### config.mk
export PLATFORM = sky130hd
export DESIGN_NAME = big_digit_lcd_renderer
export DESIGN_NICKNAME = d
export VERILOG_FILES = /design/src/sv/blr_pkg.sv /design/src/sv/blr_front.sv /design/src/sv/blr_queue.sv /design/src/sv/blr_back.sv /design/src/sv/big_digit_lcd_renderer.sv
export SDC_FILE = /design/constraint.sdc
export NUM_CORES = 1
export LEC_CHECK = 0
export BUFFER_PORTS_ARGS = -buffer_cell sky130_fd_sc_hd__buf_2
export CELL_PAD_IN_SITES_DETAIL_PLACEMENT = 1
export CELL_PAD_IN_SITES_GLOBAL_PLACEMENT = 2
export CORE_ASPECT_RATIO = 0.6
export CORE_MARGIN = 4
export CORE_UTILIZATION = 30
export CTS_BUF_LIST = sky130_fd_sc_hd__clkbuf_16
export CTS_CLUSTER_SIZE = 8
export DETAILED_ROUTE_END_ITERATION = 10
export PLACE_DENSITY = 0.71
export SKIP_LAST_GASP = 1
export SLEW_MARGIN = 20
export SYNTH_ARGS = -nofsm -noshare
export SYNTH_HDL_FRONTEND = slang
export SYNTH_SLANG_ARGS = --single-unit
### constraint.sdc
create_clock -name aclk -period 10 [get_ports aclk]
set_input_delay 0.5 -clock aclk [delete_from_list [all_inputs] [get_ports aclk]]
set_output_delay 0.5 -clock aclk [all_outputs]
set_load 0.1 [all_outputs]
### src/sv/blr_pkg.sv
`default_nettype none

package blr_pkg;

    localparam int MAX_DIGITS_DEF  = 5;
    localparam int CELLS_PER_DIGIT = 6;
    localparam int QUEUE_DEPTH     = 2;

    localparam logic [2:0] CELL_LAST     = 3'd5;
    localparam logic [2:0] CELL_ROW_SPLIT = 3'd3;
    localparam logic [7:0] SPACE_CODE    = 8'd32;
    localparam logic [7:0] BLANK_CODE    = 8'd254;
    localparam logic [7:0] COLS_PER_DIGIT = 8'd3;

    // Reciprocal of 10 scaled by 2^19; exact quotient for every 16-bit dividend
    localparam logic [15:0] DIV10_MUL   = 16'hCCCD;
    localparam int          DIV10_SHIFT = 19;

    localparam int CFG_DATA_W = 3;
    localparam logic [0:0] REG_DIGIT_COUNT = 1'b0;
    localparam logic [0:0] REG_SHOW_LZ     = 1'b1;

    localparam logic [2:0] DIGIT_COUNT_RST = 3'd5;
    localparam logic       SHOW_LZ_RST     = 1'b0;

    typedef struct packed {
        logic signed [15:0] value;
        logic [7:0]         start_column;
    } in_t;

    typedef struct packed {
        logic       cell_row;
        logic [7:0] cell_column;
        logic [7:0] char_code;
        logic       last_cell;
    } out_t;

    typedef struct packed {
        logic [2:0] digit_count;
        logic       show_leading_zeros;
    } cfg_t;

    localparam logic [7:0] GLYPH [10][6] = '{
        '{8'd0,   8'd1,   8'd2, 8'd0,   8'd4,   8'd2},
        '{8'd254, 8'd254, 8'd2, 8'd254, 8'd254, 8'd2},
        '{8'd3,   8'd6,   8'd2, 8'd0,   8'd4,   8'd4},
        '{8'd3,   8'd6,   8'd2, 8'd7,   8'd4,   8'd2},
        '{8'd0,   8'd4,   8'd2, 8'd254, 8'd254, 8'd2},
        '{8'd0,   8'd6,   8'd5, 8'd7,   8'd4,   8'd2},
        '{8'd0,   8'd6,   8'd5, 8'd0,   8'd4,   8'd2},
        '{8'd1,   8'd1,   8'd2, 8'd254, 8'd254, 8'd2},
        '{8'd0,   8'd6,   8'd2, 8'd0,   8'd4,   8'd2},
        '{8'd0,   8'd6,   8'd2, 8'd7,   8'd4,   8'd2}
    };

    function automatic logic [7:0] glyph_code(logic [3:0] digit, logic [2:0] slot);
        logic [7:0] code;
        code = BLANK_CODE;
        if (digit <= 4'd9 && slot <= CELL_LAST) begin
            code = GLYPH[digit][slot];
        end
        return code;
    endfunction

endpackage

`default_nettype wire

### src/sv/blr_front.sv
`default_nettype none

module blr_front #(
    parameter int MAX_DIGITS = blr_pkg::MAX_DIGITS_DEF,
    localparam int CW  = $clog2(MAX_DIGITS + 1),
    localparam int DIW = (MAX_DIGITS > 1) ? $clog2(MAX_DIGITS) : 1,
    localparam int JW  = 1 + 8 + CW + 4 * MAX_DIGITS
) (
    input  wire logic          aclk,
    input  wire logic          aresetn,
    input  wire blr_pkg::cfg_t cfg,
    input  wire logic          s_valid,
    output logic               s_ready,
    input  wire blr_pkg::in_t  s_data,
    output logic               q_valid,
    input  wire logic          q_ready,
    output logic [JW-1:0]      q_data
);

    typedef enum logic [1:0] {ST_IDLE, ST_CONV, ST_PUSH} state_t;

    state_t                       state_reg, state_next;
    logic [15:0]                  mag_reg, mag_next;
    logic [DIW-1:0]               pos_reg, pos_next;
    logic [MAX_DIGITS-1:0][3:0]   dig_reg, dig_next;
    logic [CW-1:0]                count_reg, count_next;
    logic [7:0]                   start_reg, start_next;
    logic                         lz_reg, lz_next;

    logic [31:0] prod;
    logic [15:0] quot;
    logic [15:0] rem_full;
    logic [CW-1:0] count_sat;

    always_comb begin
        prod     = 32'(mag_reg) * 32'(blr_pkg::DIV10_MUL);
        quot     = 16'(prod >> blr_pkg::DIV10_SHIFT);
        rem_full = mag_reg - ((quot << 3) + (quot << 1));

        if (cfg.digit_count == 3'd0) begin
            count_sat = CW'(1);
        end else if (int'(cfg.digit_count) > MAX_DIGITS) begin
            count_sat = CW'(MAX_DIGITS);
        end else begin
            count_sat = CW'(cfg.digit_count);
        end
    end

    assign s_ready = (state_reg == ST_IDLE) || (state_reg == ST_PUSH && q_ready);
    assign q_valid = (state_reg == ST_PUSH);
    assign q_data  = {lz_reg, start_reg, count_reg, dig_reg};

    always_comb begin
        state_next = state_reg;
        mag_next   = mag_reg;
        pos_next   = pos_reg;
        dig_next   = dig_reg;
        count_next = count_reg;
        start_next = start_reg;
        lz_next    = lz_reg;

        case (state_reg)
            ST_CONV: begin
                // least significant digit lands in the rightmost position
                dig_next[pos_reg] = rem_full[3:0];
                mag_next = quot;
                if (pos_reg == '0) begin
                    state_next = ST_PUSH;
                end else begin
                    pos_next = pos_reg - DIW'(1);
                end
            end
            ST_PUSH: begin
                if (q_ready) begin
                    state_next = ST_IDLE;
                end
            end
            default: ;
        endcase

        if (s_valid && s_ready) begin
            mag_next   = s_data.value[15] ? 16'(-s_data.value) : 16'(s_data.value);
            count_next = count_sat;
            pos_next   = DIW'(count_sat - CW'(1));
            start_next = s_data.start_column;
            lz_next    = cfg.show_leading_zeros;
            state_next = ST_CONV;
        end
    end

    always_ff @(posedge aclk) begin
        if (!aresetn) begin
            state_reg <= ST_IDLE;
        end else begin
            state_reg <= state_next;
        end
        mag_reg   <= mag_next;
        pos_reg   <= pos_next;
        dig_reg   <= dig_next;
        count_reg <= count_next;
        start_reg <= start_next;
        lz_reg    <= lz_next;
    end

endmodule

`default_nettype wire

### src/sv/blr_queue.sv
`default_nettype none

module blr_queue #(
    parameter int W = 8
) (
    input  wire logic         aclk,
    input  wire logic         aresetn,
    input  wire logic         in_valid,
    output logic              in_ready,
    input  wire logic [W-1:0] in_data,
    output logic              out_valid,
    input  wire logic         out_ready,
    output logic [W-1:0]      out_data
);

    logic [W-1:0] mem [blr_pkg::QUEUE_DEPTH];
    logic         wr_ptr_reg, rd_ptr_reg;
    logic [1:0]   fill_reg, fill_next;
    logic         push, pop;

    assign in_ready  = (fill_reg != 2'(blr_pkg::QUEUE_DEPTH));
    assign out_valid = (fill_reg != 2'd0);
    assign out_data  = mem[rd_ptr_reg];
    assign push      = in_valid && in_ready;
    assign pop       = out_valid && out_ready;

    always_comb begin
        fill_next = fill_reg;
        if (push && !pop) begin
            fill_next = fill_reg + 2'd1;
        end else if (pop && !push) begin
            fill_next = fill_reg - 2'd1;
        end
    end

    always_ff @(posedge aclk) begin
        if (!aresetn) begin
            wr_ptr_reg <= 1'b0;
            rd_ptr_reg <= 1'b0;
            fill_reg   <= 2'd0;
        end else begin
            fill_reg <= fill_next;
            if (push) begin
                wr_ptr_reg <= ~wr_ptr_reg;
            end
            if (pop) begin
                rd_ptr_reg <= ~rd_ptr_reg;
            end
        end
        if (push) begin
            mem[wr_ptr_reg] <= in_data;
        end
    end

endmodule

`default_nettype wire

### src/sv/blr_back.sv
`default_nettype none

module blr_back #(
    parameter int MAX_DIGITS = blr_pkg::MAX_DIGITS_DEF,
    localparam int CW  = $clog2(MAX_DIGITS + 1),
    localparam int DIW = (MAX_DIGITS > 1) ? $clog2(MAX_DIGITS) : 1,
    localparam int JW  = 1 + 8 + CW + 4 * MAX_DIGITS
) (
    input  wire logic          aclk,
    input  wire logic          aresetn,
    input  wire logic          q_valid,
    output logic               q_ready,
    input  wire logic [JW-1:0] q_data,
    output logic               m_valid,
    input  wire logic          m_ready,
    output blr_pkg::out_t      m_data
);

    logic                       active_reg, active_next;
    logic [MAX_DIGITS-1:0][3:0] dig_reg, dig_next;
    logic [CW-1:0]              count_reg, count_next;
    logic [7:0]                 col_reg, col_next;
    logic                       drawing_reg, drawing_next;
    logic [DIW-1:0]             pos_reg, pos_next;
    logic [2:0]                 cell_reg, cell_next;
    logic                       m_valid_reg, m_valid_next;
    blr_pkg::out_t              m_data_reg, m_data_next;

    logic       emit;
    logic       last;
    logic       blank;
    logic [3:0] cur_dig;
    logic [2:0] cell_col;

    logic                       q_lz;
    logic [7:0]                 q_start;
    logic [CW-1:0]              q_count;
    logic [MAX_DIGITS-1:0][3:0] q_dig;

    assign {q_lz, q_start, q_count, q_dig} = q_data;

    assign emit     = active_reg && (!m_valid_reg || m_ready);
    assign cur_dig  = dig_reg[pos_reg];
    assign last     = (CW'(pos_reg) + CW'(1) == count_reg) && (cell_reg == blr_pkg::CELL_LAST);
    assign blank    = (cur_dig == 4'd0) && !drawing_reg && (CW'(pos_reg) + CW'(1) != count_reg);
    assign cell_col = (cell_reg >= blr_pkg::CELL_ROW_SPLIT) ?
                      cell_reg - blr_pkg::CELL_ROW_SPLIT : cell_reg;
    // take the next job while the last cell of the current one goes out
    assign q_ready  = !active_reg || (emit && last);

    assign m_valid = m_valid_reg;
    assign m_data  = m_data_reg;

    always_comb begin
        active_next  = active_reg;
        dig_next     = dig_reg;
        count_next   = count_reg;
        col_next     = col_reg;
        drawing_next = drawing_reg;
        pos_next     = pos_reg;
        cell_next    = cell_reg;
        m_data_next  = m_data_reg;
        m_valid_next = m_valid_reg && !m_ready;

        if (emit) begin
            m_valid_next             = 1'b1;
            m_data_next.cell_row     = (cell_reg >= blr_pkg::CELL_ROW_SPLIT);
            m_data_next.cell_column  = col_reg + 8'(cell_col);
            m_data_next.char_code    = blank ? blr_pkg::SPACE_CODE :
                                       blr_pkg::glyph_code(cur_dig, cell_reg);
            m_data_next.last_cell    = last;
            drawing_next = drawing_reg || !blank;
            if (cell_reg == blr_pkg::CELL_LAST) begin
                cell_next = 3'd0;
                pos_next  = pos_reg + DIW'(1);
                col_next  = col_reg + blr_pkg::COLS_PER_DIGIT;
            end else begin
                cell_next = cell_reg + 3'd1;
            end
            if (last) begin
                active_next = 1'b0;
            end
        end

        if (q_valid && q_ready) begin
            active_next  = 1'b1;
            dig_next     = q_dig;
            count_next   = q_count;
            col_next     = q_start;
            drawing_next = q_lz;
            pos_next     = '0;
            cell_next    = 3'd0;
        end
    end

    always_ff @(posedge aclk) begin
        if (!aresetn) begin
            active_reg  <= 1'b0;
            m_valid_reg <= 1'b0;
            pos_reg     <= '0;
            cell_reg    <= 3'd0;
            count_reg   <= CW'(1);
        end else begin
            active_reg  <= active_next;
            m_valid_reg <= m_valid_next;
            pos_reg     <= pos_next;
            cell_reg    <= cell_next;
            count_reg   <= count_next;
        end
        dig_reg     <= dig_next;
        col_reg     <= col_next;
        drawing_reg <= drawing_next;
        m_data_reg  <= m_data_next;
    end

    a_cell_range: assert property (@(posedge aclk) disable iff (!aresetn)
        active_reg |-> cell_reg <= blr_pkg::CELL_LAST)
        else $error("cell counter out of range");

    a_pos_range: assert property (@(posedge aclk) disable iff (!aresetn)
        active_reg |-> CW'(pos_reg) < count_reg)
        else $error("digit position beyond digit count");

    a_pop_starts: assert property (@(posedge aclk) disable iff (!aresetn)
        (q_valid && q_ready) |=> active_reg && pos_reg == '0 && cell_reg == 3'd0)
        else $error("popped job did not start at first cell");

    a_last_ends: assert property (@(posedge aclk) disable iff (!aresetn)
        (emit && last && !q_valid) |=> !active_reg && m_valid && m_data.last_cell)
        else $error("final cell did not close the job");

endmodule

`default_nettype wire

### src/sv/big_digit_lcd_renderer.sv
`default_nettype none

// Channel   Direction  Handshake           Payload
// s_        in         s_valid / s_ready   blr_pkg::in_t  (value, start_column)
// m_        out        m_valid / m_ready   blr_pkg::out_t (cell_row, cell_column,
//                                                          char_code, last_cell)
// cfg_      in         cfg_we              cfg_index, cfg_wdata
//
// Each transaction in yields 6 * digit_count transactions out, one per cycle
// while m_ready is high, all through the single output register; digit_count
// is clamped to 1..MAX_DIGITS. Digit conversion in the front end overlaps the
// previous item's output through a 2-entry queue.
// Reset is synchronous on aresetn low: digit_count = 5, show_leading_zeros = 0.
// A stalled m_ready backs up into the queue, then into s_ready.
module big_digit_lcd_renderer #(
    parameter int MAX_DIGITS = blr_pkg::MAX_DIGITS_DEF
) (
    input  wire logic                          aclk,
    input  wire logic                          aresetn,
    input  wire logic                          s_valid,
    output logic                               s_ready,
    input  wire blr_pkg::in_t                  s_data,
    output logic                               m_valid,
    input  wire logic                          m_ready,
    output blr_pkg::out_t                      m_data,
    input  wire logic                          cfg_we,
    input  wire logic [0:0]                    cfg_index,
    input  wire logic [blr_pkg::CFG_DATA_W-1:0] cfg_wdata
);

    localparam int CW = $clog2(MAX_DIGITS + 1);
    localparam int JW = 1 + 8 + CW + 4 * MAX_DIGITS;

    logic [2:0]    digit_count_reg;
    logic          show_lz_reg;
    blr_pkg::cfg_t cfg;

    logic          fq_valid, fq_ready;
    logic [JW-1:0] fq_data;
    logic          qb_valid, qb_ready;
    logic [JW-1:0] qb_data;

    always_ff @(posedge aclk) begin
        if (!aresetn) begin
            digit_count_reg <= blr_pkg::DIGIT_COUNT_RST;
            show_lz_reg     <= blr_pkg::SHOW_LZ_RST;
        end else if (cfg_we) begin
            case (cfg_index)
                blr_pkg::REG_DIGIT_COUNT: digit_count_reg <= cfg_wdata[2:0];
                blr_pkg::REG_SHOW_LZ:     show_lz_reg     <= cfg_wdata[0];
                default: ;
            endcase
        end
    end

    assign cfg.digit_count        = digit_count_reg;
    assign cfg.show_leading_zeros = show_lz_reg;

    blr_front #(.MAX_DIGITS(MAX_DIGITS)) u_front (
        .aclk    (aclk),
        .aresetn (aresetn),
        .cfg     (cfg),
        .s_valid (s_valid),
        .s_ready (s_ready),
        .s_data  (s_data),
        .q_valid (fq_valid),
        .q_ready (fq_ready),
        .q_data  (fq_data)
    );

    blr_queue #(.W(JW)) u_queue (
        .aclk      (aclk),
        .aresetn   (aresetn),
        .in_valid  (fq_valid),
        .in_ready  (fq_ready),
        .in_data   (fq_data),
        .out_valid (qb_valid),
        .out_ready (qb_ready),
        .out_data  (qb_data)
    );

    blr_back #(.MAX_DIGITS(MAX_DIGITS)) u_back (
        .aclk    (aclk),
        .aresetn (aresetn),
        .q_valid (qb_valid),
        .q_ready (qb_ready),
        .q_data  (qb_data),
        .m_valid (m_valid),
        .m_ready (m_ready),
        .m_data  (m_data)
    );

endmodule

`default_nettype wire
==> flow_metrics.py, run 1 <==
metrics = {
    "layout": {
        "final_layout_size_suffix_gt1_share_pct": 11.1,
        "multi_input_area_sq_um": 6440,
        "area_growth_pct": 12.2,
        "fillCellCount": 4446,
        "final_common_cell": "inv_1",
        "nets": 1381,
        "final_cell_mix": "inv_1, edfxtp_1, ha_1",
        "seqCellArea_sq_um": 5220,
        "fin_area_sq_um": 14000,
        "largest_register_ffs": 64,
    },
    "sta": {
        "fin_tns_setup_ps": 0,
        "worstMarginPinSlew_ps": 942,
        "slew_headroom_pct": 37.1,
        "finalMaxSlewViolations": 0,
        "skew_ps": 15.9,
        "finalHoldViolations": 0,
        "post-route-min-period_ps": 7310,
        "final.period_utilization_pct": 73.1,
        "grt_setup_unrepaired": "false",
        "fmax_mhz": 137,
        "setup_viol": 0,
    },
    "die": {
        "fp.dieW_um": 271,
        "rows": 57,
        "core_sq_um": 40700,
        "floorplan.initialDensity_pct": 30.5,
        "ios": 53,
        "dieArea_sq_um": 44900,
        "die_h_um": 166,
    },
    "logic_synthesis": {
        "avgSynthCellArea_sq_um": 11.7,
        "synth_cell_types": 67,
        "yosysSeqAreaShare_pct": 41.9,
        "synth.cell_area_sq_um": 12400,
        "synth_ff_type": "edfxtp_1",
        "syn_inst": 1059,
        "synth_seq_cells": 181,
        "ys_async_sr_fraction_pct": 0,
        "yosys_warnings": 0,
        "synth_edf_count": 159,
        "syn-num-nets": 1324,
    },
    "setup_path": {
        "max_stage_delay_ps": 630,
        "required_ps": 10160,
        "critPathKind": "flop to flop",
        "critPathArrivalTime_ps": 7470,
        "end_kind": "flop",
        "crit_path_frequent_cell": "inv_1",
        "start_kind": "flop",
        "crit_slowest_cell": "a211oi_1",
        "crit_path_max_fanout": 7,
    },
    "detailed_routing": {
        "drtIter0Drc": 514,
        "wl_per_cell_um": 19.6,
        "ant_nets": 0,
        "drt-pass1-iter-count": 4,
        "num_vias": 7910,
        "vias_per_cell": 4.68,
        "drt-total-wl_um": 33100,
        "drc": 0,
    },
    "global_routing": {
        "overflow": 0,
        "gr-usage-met3_pct": 4.79,
        "met2_usage_pct": 20.4,
        "antenna_found_initial": 4,
        "grt_pass1_vias": 8512,
        "top_usage_layer": "met1",
        "use_met1_pct": 24.5,
        "grt_usage_pct": 15.3,
        "grt_pass1_wl_um": 52200,
        "grt_max_degree": 36,
    },
    "outcome": {
        "outcome": "complete, no violations",
    },
    "placement": {
        "port_buffers": 52,
        "post-dp-hpwl_um": 26900,
        "globalplace.congestion": 0.873,
        "placed_area_sq_um": 13400,
    },
    "clock_tree": {
        "clock_sinks": 181,
        "cts_buffers": 17,
        "cts_tree": "yes",
        "cts_hold_buf": 0,
        "clockRootBuffer": "clkbuf_16",
        "clock_latency_ps": 440,
        "clk_pin_slew_worst_paths_ps": 80,
        "cts_resized": 0,
        "clock_path_buffers": 2,
        "htree_levels": 4,
        "cts_setup_buffers": 0,
    },
    "hold_path": {
        "worstHoldPathType": "primary input to flop",
    },
    "job": {
        "cap_violations": 0,
    },
}
Yosys cell counts, types with 4 or more instances:
| library cell | count | share of area (%) |
|---|---|---|
| o21ai_1 | 7 | 0.28 |
| nor2_1 | 49 | 1.5 |
| nand3_1 | 13 | 0.52 |
| inv_1 | 179 | 5.4 |
| a21oi_1 | 40 | 1.6 |
| o31ai_1 | 9 | 0.54 |
| mux2i_1 | 22 | 1.8 |
| edfxtp_1 | 159 | 38 |
| ha_1 | 151 | 15 |
| dfxtp_1 | 22 | 3.5 |
| xnor2_1 | 27 | 1.9 |
| o21ai_0 | 19 | 0.76 |
| o211ai_1 | 5 | 0.30 |
| nand2b_1 | 6 | 0.30 |
| nor3_1 | 13 | 0.52 |
| o211a_1 | 4 | 0.32 |
| and2_1 | 8 | 0.40 |
| xor2_1 | 23 | 1.6 |
| a211oi_1 | 9 | 0.54 |
| buf_4 | 4 | 0.24 |
| fa_1 | 81 | 13 |
| or3_1 | 8 | 0.40 |
| nor2b_1 | 14 | 0.70 |
| a21o_1 | 8 | 0.48 |
| o21a_1 | 7 | 0.42 |
| clkbuf_1 | 13 | 0.39 |
| buf_2 | 4 | 0.16 |
| a21boi_0 | 6 | 0.36 |
| mux2_2 | 22 | 2.0 |
| nand2_1 | 59 | 1.8 |
| nand4_1 | 7 | 0.35 |
| a31oi_1 | 6 | 0.30 |
final cells by class:
cell class,count,area share [%]
Antenna cell,1,0.0179
Clock buffer,17,3.05
Clock inverter,15,1.17
Inverter,181,4.87
Multi-Input combinational cell,673,46.1
Sequential cell,181,37.4
Tap cell,560,5.02
Timing Repair Buffer,62,2.40
metrics by stage:
step	hold WS, ps	setup slack (ps)	cells	util [%]
after floorplan	408	4140	1059	-
after global placement	421	2930	1657	32.8
after detailed placement	430	2880	1657	32.8
after CTS	213	2810	1689	34.3
after global routing	203	2410	1689	34.3
final	232	2690	1690	34.3
path summary, 6_finish.rpt:
path                                             end  cells past startpoint                from  slack (ps)
worst min register to register    u_queue.mem[1][15]                      0  u_front.q_data[15]         440
worst max register to register    u_front.q_data[11]                     25  u_front.mag_reg[0]        2690
worst max-delay path              u_front.q_data[11]                     25  u_front.mag_reg[0]        2690
worst min-delay path            u_front.start_reg[6]                      1           s_data[6]         230
logic make-up after synthesis:
| logic type | synth area share, % |
|---|---|
| multiplexers | 4.30 |
| AND/OR/NAND/NOR | 7.48 |
| adder cells (fa/ha/maj) | 28.2 |
| XOR/XNOR | 3.52 |
| buffers and inverters | 6.35 |
| AO/OA/AOI/OAI | 8.21 |
| flip-flops | 41.9 |
worst max-delay path: cells and delay by family, from the launching register on:
family,cells,cell delay [ps]
fa+ha+maj,8,3420
compound gates,6,1350
xor+xnor,3,950
flops,1,610
buf+inv,6,430
simple gates,2,240
metal layers:
metal	vias to the layer above	share of wire, %	routed length [um]
li1	3788	-	-
met1	3974	55	18200
met2	136	38	12600
met3	10	6.4	2110
met4	2	0.40	131
met5	-	0.021	7
Power of run 1 is left out: the tool's default activity adds up to more than one toggle a clock period on the data nets, which glitch-free logic cannot reach.
==> run 2, diff against run 1 <==
Clock period 10 ns to 7.6 ns, I/O delays scaled along.
==> run 2 against run 1 <==
Effect of this change: final cell count up 0.12%; highest routed layer unchanged; final area rose by 0.37%; flip-flop and latch count unchanged; first-iteration DRC count rose by 27%; global-route usage increased by 0.090 points.
==> flow_metrics.py, run 2 (synthesis results as in run 1) <==
metrics = {
    "detailed_routing": {
        "num_vias": 7943,
        "vias_per_cell": 4.69,
        "ant_nets": 0,
        "drtIter0Drc": 652,
        "drt-pass1-iter-count": 5,
        "wl_per_cell_um": 19.6,
        "dr_wl_met3_um": 2210,
        "wl_met1_um": 18300,
        "drt-total-wl_um": 33200,
        "drc": 0,
        "wl_met2_um": 12500,
        "topRoutingLayerUsed": "met5",
    },
    "layout": {
        "fillCellCount": 4455,
        "largest_register_ffs": 64,
        "final_cell_mix": "inv_1, edfxtp_1, ha_1",
        "area_growth_pct": 12.6,
        "final_common_cell": "inv_1",
        "final_layout_size_suffix_gt1_share_pct": 11.3,
        "nets": 1383,
        "fin_area_sq_um": 14000,
    },
    "clock_tree": {
        "clock_latency_ps": 440,
        "cts_setup_buffers": 0,
        "cts_buffers": 17,
        "htree_levels": 4,
        "clock_path_buffers": 2,
        "clk_pin_slew_worst_paths_ps": 80,
        "cts_hold_buf": 0,
        "cts_tree": "yes",
        "cts_resized": 0,
        "clockRootBuffer": "clkbuf_16",
        "clock_sinks": 181,
    },
    "sta": {
        "hold_ws_ps": 108,
        "skew_ps": 12.2,
        "finalMaxSlewViolations": 0,
        "fmax_mhz": 144,
        "final.period_utilization_pct": 91.2,
        "worstMarginPinSlew_ps": 898,
        "finalHoldViolations": 0,
        "slew_headroom_pct": 40.0,
        "grt_setup_unrepaired": "false",
        "setup_viol": 0,
        "post-route-min-period_ps": 6930,
        "fin_tns_setup_ps": 0,
    },
    "setup_path": {
        "required_ps": 7800,
        "start_kind": "flop",
        "crit_path_max_fanout": 7,
        "critPathArrivalTime_ps": 7130,
        "path_delay_family": "adder cells",
        "end_kind": "flop",
        "path_buf_inv": 6,
        "crit_slowest_cell": "a211oi_1",
        "crit_path_frequent_cell": "inv_1",
        "max_stage_delay_ps": 610,
        "critPathKind": "flop to flop",
    },
    "hold_path": {
        "worstHoldPathType": "primary input to flop",
    },
    "job": {
        "cap_violations": 0,
    },
    "global_routing": {
        "antenna_found_initial": 3,
        "grt_usage_pct": 15.4,
        "grt_pass1_wl_um": 52600,
        "grt_max_degree": 36,
        "grt_pass1_vias": 8533,
        "overflow": 0,
    },
    "placement": {
        "globalplace.congestion": 0.862,
        "placed_area_sq_um": 13400,
        "port_buffers": 52,
        "post-dp-hpwl_um": 27100,
    },
    "die": {
        "fp.dieW_um": 271,
        "rows": 57,
        "core_sq_um": 40700,
        "die_h_um": 166,
        "ios": 53,
        "dieArea_sq_um": 44900,
        "floorplan.initialDensity_pct": 30.5,
    },
    "outcome": {
        "outcome": "complete, no violations",
    },
}
run 2: changes by cell type in the layout (fill, tap and decap cells not counted), sizes merged:
cell    change
inv         -1
buf         +2
bufinv      +1
run 2: final timing paths:
path	from	end	slack [ps]	cells after the start
max	u_front.mag_reg[0]	u_front.q_data[11]	670	25
min	s_data[7]	u_front.start_reg[7]	110	1
max reg2reg	u_front.mag_reg[0]	u_front.q_data[11]	670	25
min reg2reg	u_front.start_reg[1]	u_queue.mem[0][24]	450	0
run 2: layout make-up:
class                      count  area (sq um)  area share (%)
antenna                        1          2.50          0.0179
clock buffer                  17           425            3.04
clock inverter                15           200            1.43
inverter                     181           679            4.85
multi-input combinational    673          6440            46.0
sequential                   181          5220            37.2
tap                          560           701            5.00
timing repair buffer          64           350            2.50
run 2: through the flow:
step	cells	setup WS, ps	util, %
after floorplan	1059	1740	-
after global placement	1659	918	32.9
after detailed placement	1659	790	32.9
after CTS	1691	739	34.4
after global routing	1691	295	34.4
final	1692	669	34.4
run 2: worst reg2reg max path, cell delays in order (launching register included):
cell and delay, ps:
edfxtp_1 550, inv_1 80, ha_1 320, inv_1 130, ha_1 310, inv_1 50
fa_1 530, inv_1 60, fa_1 510, fa_1 550, inv_1 60, fa_1 550
inv_1 60, ha_1 380, a211oi_1 610, nand3_1 170, a21oi_1 220, xnor2_1 170
ha_1 250, xor2_1 210, a21oi_1 100, nand2_1 90, o31a_1 130, o2111a_1 190
o21ai_1 70, xnor2_1 350
run 2: routing by layer:
layer / track usage (%) / vias to the layer above
met2: 20.0 / 135
met5: 0 / -
met3: 4.71 / 21
met4: 2.45 / 2
li1: - / 3794
met1: 24.9 / 3991
Power of run 2 is left out for the same reason.
==> run 3, diff against run 2 <==
Settings changed: CORE_UTILIZATION 30 to 43, CTS_CLUSTER_DIAMETER set to 40, PLACE_DENSITY 0.71 to 0.91.
==> run 3 against run 2 <==
Effect of this change: final cell count is 12% lower; first-iteration DRC count fell by 9.2%; sequential share of layout area rose by 0.88 points; critical path type unchanged; worst hold slack lost 6.5 ps; largest cell class unchanged; clock-buffer cell count unchanged; via count is 3.2% higher; critical path depth stayed put; flip-flop and latch count unchanged; clock skew rose by 13 ps; routed wire length shrank 1.9%; register-to-register slack about the same; global-route usage increased by 6.1 points.
==> flow_metrics.py, run 3 (synthesis results as in run 1) <==
metrics = {
    "global_routing": {
        "grt_pass1_wl_um": 51900,
        "antenna_found_initial": 2,
        "grt_usage_pct": 21.5,
        "grt_max_degree": 36,
        "overflow": 0,
        "grt_pass1_vias": 8659,
    },
    "detailed_routing": {
        "wl_per_cell_um": 21.8,
        "num_vias": 8198,
        "ant_nets": 0,
        "drt-pass1-iter-count": 5,
        "drt-total-wl_um": 32600,
        "drc": 0,
        "drtIter0Drc": 592,
        "vias_per_cell": 5.48,
    },
    "placement": {
        "post-dp-hpwl_um": 26000,
        "port_buffers": 52,
        "globalplace.congestion": 0.950,
        "placed_area_sq_um": 13100,
    },
    "clock_tree": {
        "cts_hold_buf": 0,
        "cts_tree": "yes",
        "htree_levels": 4,
        "cts_resized": 0,
        "cts_setup_buffers": 0,
        "clock_path_buffers": 2,
        "cts_buffers": 17,
        "clockRootBuffer": "clkbuf_16",
        "clock_sinks": 181,
        "clock_latency_ps": 450,
        "clk_pin_slew_worst_paths_ps": 70,
    },
    "sta": {
        "grt_setup_unrepaired": "false",
        "final.period_utilization_pct": 91.2,
        "fin_tns_setup_ps": 0,
        "worstMarginPinSlew_ps": 942,
        "setup_viol": 0,
        "skew_ps": 25.2,
        "post-route-min-period_ps": 6930,
        "finalMaxSlewViolations": 0,
        "finalHoldViolations": 0,
        "fmax_mhz": 144,
        "slew_headroom_pct": 37.1,
    },
    "setup_path": {
        "rr_startpoint": "u_front.mag_reg[0]",
        "timing.rr.end": "u_front.q_data[11]",
        "path_delay_family": "adder cells",
        "critPathArrivalTime_ps": 7120,
        "start_kind": "flop",
        "max_stage_delay_ps": 590,
        "crit_slowest_cell": "edfxtp_1",
        "end_kind": "flop",
        "required_ps": 7790,
        "path_buf_inv": 6,
        "rr_worst_depth": 25,
        "crit_path_end": "u_front.q_data[11]",
        "critPathKind": "flop to flop",
        "path_depth": 25,
        "startpoint": "u_front.mag_reg[0]",
        "crit_path_max_fanout": 7,
        "crit_path_frequent_cell": "inv_1",
        "r2r_slack_ps": 670,
    },
    "die": {
        "die_h_um": 140,
        "dieArea_sq_um": 31800,
        "rows": 47,
        "core_sq_um": 28100,
        "fp.dieW_um": 228,
        "floorplan.initialDensity_pct": 44.4,
        "ios": 53,
    },
    "layout": {
        "antenna_cells": 0,
        "area_growth_pct": 10.0,
        "fin_area_sq_um": 13700,
        "largest_register_ffs": 64,
        "final_common_cell": "inv_1",
        "final_layout_size_suffix_gt1_share_pct": 11.0,
        "fillCellCount": 2939,
        "final_cell_mix": "inv_1, edfxtp_1, ha_1",
        "nets": 1382,
    },
    "outcome": {
        "outcome": "complete, no violations",
    },
    "hold_path": {
        "hp-start": "s_data[3]",
        "worstHoldPathType": "primary input to flop",
    },
    "job": {
        "cap_violations": 0,
    },
}
run 3: worst register-to-register path, stage by stage, from the launching register on:
cell and delay, ps:
edfxtp_1 590, inv_1 100, ha_1 320, inv_1 120, ha_1 300, inv_1 50
fa_1 540, inv_1 60, fa_1 510, fa_1 560, inv_1 60, fa_1 530
inv_1 50, ha_1 350, a211oi_1 420, nand3_1 150, a21oi_1 250, xnor2_1 190
ha_1 260, xor2_1 240, a21oi_1 110, nand2_1 110, o31a_1 140, o2111a_1 180
o21ai_1 80, xnor2_1 390
run 3: layout make-up:
type	instances	area [sq um]	share of cell area, %
timing repair buffer	63	343	2.50
tap	367	459	3.35
multi-input combinational	673	6440	47.1
clock inverter	15	120	0.878
sequential	181	5220	38.1
inverter	181	679	4.96
clock buffer	17	425	3.11
run 3: per-layer routing:
layer | share of wire, % | GRT usage [%]
met1 | 52 | 34.4
met2 | 41 | 29.3
met3 | 6.4 | 5.94
met4 | 0.71 | 3.25
met5 | 0.040 | 0
run 3: how the worst min path moves through the flow:
| stage | slack (ps) | cells past startpoint | endpoint |
|---|---|---|---|
| floorplan | 410 | 0 | u_front.lz_reg |
| global placement | 420 | 0 | u_front.lz_reg |
| detailed placement | 420 | 0 | u_front.lz_reg |
| CTS | 90 | 1 | u_front.start_reg[3] |
| global route | 90 | 1 | u_front.start_reg[3] |
| finish | 100 | 1 | u_front.start_reg[3] |
run 3: per-stage QoR:
step | worst slack [ps] | utilization (%) | hold slack (ps) | std cells
after CTS | 743 | 48.7 | 91.1 | 1496
after floorplan | 1740 | - | 408 | 1059
after global routing | 315 | 48.8 | 89.3 | 1497
after global placement | 1170 | 46.8 | 421 | 1464
final | 667 | 48.8 | 102 | 1497
after detailed placement | 791 | 46.8 | 419 | 1464
Power of run 3 is left out for the same reason.
